**config.mk**
```make
export PLATFORM = sky130hd
export DESIGN_NAME = hbd_out_stage_flat
export DESIGN_NICKNAME = d
export VERILOG_FILES = /design/src/rtl/core/huffman_bit_decoder_defines.svh /design/src/rtl/core/hbd_pkg.sv /design/src/rtl/core/hbd_if.sv /design/src/rtl/core/hbd_out_stage.sv /design/src/flat_wrapper.sv
export SDC_FILE = /design/constraint.sdc
export NUM_CORES = 1
export LEC_CHECK = 0
export BUFFER_PORTS_ARGS = -buffer_cell sky130_fd_sc_hd__buf_2
export CORE_AREA = 2 2 39 41
export DETAILED_ROUTE_END_ITERATION = 10
export DIE_AREA = 0 0 41 43
export PLACE_DENSITY = 0.47
export SLEW_MARGIN = 20
export SYNTH_ARGS = -nofsm -noshare
export SYNTH_HDL_FRONTEND = slang
export SYNTH_SLANG_ARGS = --single-unit
```
**constraint.sdc**
```tcl
create_clock -name clk_i -period 1 [get_ports clk_i]
set_input_delay 0.05 -clock clk_i [delete_from_list [all_inputs] [get_ports clk_i]]
set_output_delay 0.05 -clock clk_i [all_outputs]
set_load 0.01 [all_outputs]
```
**src/rtl/core/huffman_bit_decoder_defines.svh**
```systemverilog
// ----------------------------------------------------------------------------
// huffman_bit_decoder_defines.svh
// Assertion macros for the Huffman bit decoder.
// ----------------------------------------------------------------------------
`ifndef HUFFMAN_BIT_DECODER_DEFINES_SVH
`define HUFFMAN_BIT_DECODER_DEFINES_SVH

`ifndef SYNTHESIS
// Same-cycle implication, disabled during reset.
`define HBD_ASSERT_NOW(lbl, clk, rstn, ante, cons) \
  lbl: assert property (@(posedge clk) disable iff (!rstn) (ante) |-> (cons)) \
    else $error("assertion failed");
// Next-cycle implication, disabled during reset.
`define HBD_ASSERT_NEXT(lbl, clk, rstn, ante, cons) \
  lbl: assert property (@(posedge clk) disable iff (!rstn) (ante) |=> (cons)) \
    else $error("assertion failed");
`else
`define HBD_ASSERT_NOW(lbl, clk, rstn, ante, cons)
`define HBD_ASSERT_NEXT(lbl, clk, rstn, ante, cons)
`endif

`endif

```
**src/rtl/core/hbd_pkg.sv**
```systemverilog
// ----------------------------------------------------------------------------
// hbd_pkg
// Shared field widths, command codes and types of the Huffman bit decoder.
// ----------------------------------------------------------------------------
package hbd_pkg;

  localparam int CMD_W = 2;
  localparam int IDX_W = 9;
  localparam int SYM_W = 8;

  localparam logic [CMD_W-1:0] CMD_WRITE   = 2'd0;
  localparam logic [CMD_W-1:0] CMD_DECODE  = 2'd1;
  localparam logic [CMD_W-1:0] CMD_RESTART = 2'd2;

  typedef struct packed {
    logic             valid;
    logic [SYM_W-1:0] symbol;
  } sym_push_t;

endpackage

```
**src/rtl/core/hbd_if.sv**
```systemverilog


interface hbd_out_if
  import hbd_pkg::*;
();
  logic             valid;
  logic             ready;
  logic [SYM_W-1:0] decoded_symbol;

  modport source (output valid, decoded_symbol, input ready);
  modport sink (input valid, decoded_symbol, output ready);
endinterface

```
**src/rtl/core/hbd_out_stage.sv**
```systemverilog
// ----------------------------------------------------------------------------
// hbd_out_stage
// Output register holding one decoded symbol until the sink takes it.
// ----------------------------------------------------------------------------
module hbd_out_stage
  import hbd_pkg::*;
(
  input  logic      clk_i,
  input  logic      rst_ni,
  input  sym_push_t push_i,
  output logic      free_o,
  hbd_out_if.source out_o
);

  logic             valid_q;
  logic [SYM_W-1:0] symbol_q;

  always_ff @(posedge clk_i or negedge rst_ni) begin
    if (!rst_ni) begin
      valid_q <= 1'b0;
    end else if (push_i.valid) begin
      valid_q <= 1'b1;
    end else if (out_o.ready) begin
      valid_q <= 1'b0;
    end
  end

  always_ff @(posedge clk_i) begin
    if (push_i.valid) begin
      symbol_q <= push_i.symbol;
    end
  end

  assign free_o               = !valid_q || out_o.ready;
  assign out_o.valid          = valid_q;
  assign out_o.decoded_symbol = symbol_q;

endmodule

```
**src/flat_wrapper.sv**
```systemverilog
// flat-port wrapper written by rule: the top's interface ports become plain ports
module hbd_out_stage_flat import hbd_pkg::*;
  (clk_i, rst_ni, push_i, free_o, out_o_valid, out_o_decoded_symbol, out_o_ready);
  hbd_out_if out_o_i ();
  input  logic clk_i;
  input  logic rst_ni;
  input  sym_push_t push_i;
  output logic free_o;
  output wire logic [$bits(out_o_i.valid)-1:0] out_o_valid;
  output wire logic [$bits(out_o_i.decoded_symbol)-1:0] out_o_decoded_symbol;
  input wire logic [$bits(out_o_i.ready)-1:0] out_o_ready;
  assign out_o_valid = out_o_i.valid;
  assign out_o_decoded_symbol = out_o_i.decoded_symbol;
  assign out_o_i.ready = out_o_ready;
  hbd_out_stage u_core (.clk_i(clk_i), .rst_ni(rst_ni), .push_i(push_i), .free_o(free_o), .out_o(out_o_i));
endmodule
```
==> impl_results.md <==
- DR pass1 iterations: 2
- CP Launch Type: register
- Peak supply drop: about 0.8 mV
- Setup TNS: 0 ns
- Clock Latency Late Sink: ~0.26 ns
- Post-Synth Simple-Gate Area: 7.83%
- Die Span Y: between 40 and 50 microns
- Static leakage: roughly 0.23 nW
- Number of port buffers: 21
- Routed Antenna Nets: 0
- Register area share after synthesis: 92.2%
- Post-synthesis cell count: 11
- Post-synthesis xor/xnor area fraction: 0%
- First-pass GRT wire length: just over 1000 microns
- Mean area per synthesized cell: approximately 26 sq um
- Final number of setup-violating endpoints: 0
- Share of cells above drive strength 1: between 50% and 60%
- Clk slew on worst S/H paths: around 0.06 ns
- Vias per cell: about 3.8
- Worst hold path class: input port to register
- Hold path depth: 3
- Delay of the slowest cell on the worst path: 0.40 ns
- Clock Path Buffers: 2
- Post-synthesis mux area share: 0%
- GP Congestion: 0.568
- Final core occ: a little under two fifths
- Crit Path Max Fanout: 2
- Syn Std Cell Area: ~290 sq um
- CTS tree: done
- Global route overflow: 0
- Design area: roughly 530 sq um
- Wire per inst: ~11 microns
- Antenna violations before repair: 0
- Worst setup path category: register to output port
- R2R Path Start: u_core.out_o.valid
- Worst Path Required: between 0.9 and 1 ns
- Number of clock sinks: 9
- Core area: between 1000 and 1500 sq um
- Vias in the first global route: between 200 and 300
- CP cell instances: nand2b_4 -> buf_2
- ANT cells: 0
- Post-Place Cell Area: 413 sq um
- Crit-path slowest cell: dfrtp_1
- Flop2flop setup slack: 0.36 ns
- P per Cell Area: approximately 1600 nW/um^2
- Slew @ Worst Pin: about 0.20 ns
- Clock skew: 0 ns
- CTS Buf Count: 3
- Fmax: 1.10 GHz
- Register bit total from synthesis: 9
- Post-synthesis adder-cell area fraction: 0%
- Initial Utilization: about a fifth
- Starting DRT DRC Count: 1
- Arr. time, crit path: 0.86 ns
- Worst hold path endpoint: u_core.out_o.valid
- Slew margin rel.: 86.7%
- Fin crit share: 91.3%
- Commonest cells after routing, fill and taps aside: 21 x buf_2, 9 x dlygate4sd3_1, 8 x edfxtp_1
- P&R area growth vs syn: 83.9%
- Hold wc startpoint: out_o_ready
- Die W: 41 microns
- Max-cap violations: 0
- Worst setup EP type: output port
- Status: finished, final reports clean
- H-tree levels: 1
- Compound-Gate Fraction of Synth Area: 0%
- Synthesis warning total: 0
- FP Rows: 14
- Worst R2R End: u_core.out_o.valid
- RSZ-0062 raised after global routing: no
- Yosys cell types: 4
- Ports: 22
- Total power draw: 0.835 mW
- Commonest non-fill, non-tap cell in the layout: buf_2
- Drt drc: 0
- Largest net degree at the start of global routing: 10
- Largest family of logic cells by synthesized area: simple AND/OR/NAND/NOR gates
- Synth Net Count: 23
- Die area: between 1500 and 2000 sq um
- Count of pins over their slew limit: 0
- Tmin final: around 0.91 ns
- Root buffer cell: clkbuf_4
- Via count: 233
- Nets: 58
- Total track usage: between 10 and 15%
- Total wire length: 667 microns
- R2r worst-path depth: 2
- Fin. Hold Viols: 0
layout make-up:
class | instances | area, sq um
fill | 133 | 855
sequential | 9 | 265
tap | 16 | 20.0
clock buffer | 4 | 26.3
timing repair buffer | 30 | 195
multi-input combinational | 2 | 22.5
power by group:
part / internal [mW] / switching (mW)
Sequential: 0.442 / 0.00765
Combinational: 0.0635 / 0.0454
Clock: 0.154 / 0.123
Total: 0.659 / 0.176
cell families (layout without fill, tap and decap cells):
family / after synthesis / in the layout
buffers and inverters: 0 / 34
flip-flops: 9 / 9
AND/OR/NAND/NOR: 2 / 2
metrics by stage:
| step | hold WS [ns] | std cells | setup slack [ns] |
|---|---|---|---|
| after floorplan | -0.246 | 11 | 0.311 |
| after global placement | -0.175 | 48 | 0.366 |
| after detailed placement | -0.172 | 48 | 0.361 |
| after CTS | 0.0505 | 61 | 0.0686 |
| after global routing | 0.0544 | 61 | 0.0427 |
| final | 0.0590 | 61 | 0.0872 |
routing by layer:
| layer | part of all wire (%) | vias to the layer above | track usage, % |
|---|---|---|---|
| li1 | - | 111 | - |
| met1 | 32 | 102 | 6.35 |
| met4 | 1.6 | 0 | 6.00 |
| met3 | 11 | 2 | 7.85 |
| met2 | 55 | 18 | 17.5 |
| met5 | 0 | - | 0 |
cell usage after synthesis:
| library cell | instances | area, sq um |
|---|---|---|
| nand2b_4 | 1 | 13.8 |
| nand2b_2 | 1 | 8.76 |
| dfrtp_1 | 1 | 25.0 |
| edfxtp_1 | 8 | 240 |
repair_timing:
item                                    4_1_cts  5_1_grt
hold buffers                                  9        0
setup buffers                                 0        0
endpoints found under the hold margin         9        0
endpoints found under the setup margin        0        0
resized for setup                             0        0
worst max-delay path by stage:
stage | start | endpoint | slack, ns | cells after the start
finish | u_core.out_o.valid | free_o | 0.09 | 2
global route | u_core.out_o.valid | free_o | 0.04 | 2
CTS | u_core.out_o.valid | free_o | 0.07 | 2
detailed placement | u_core.out_o.valid | free_o | 0.36 | 2
global placement | u_core.out_o.valid | free_o | 0.37 | 2
floorplan | u_core.out_o.valid | u_core.out_o.valid | 0.31 | 2
critical path: cells and delay by family (launching register included):
family | cells | cell delay (ns)
buffers and inverters | 1 | 0.12
flip-flops | 1 | 0.40
AND/OR/NAND/NOR | 1 | 0.08
registers in the layout, summed over array words and instances (netlist names):
register	flops
u_core.out_o.decoded_symbol	8
u_core.out_o.valid	1
Power figures use the tool's default switching activity.
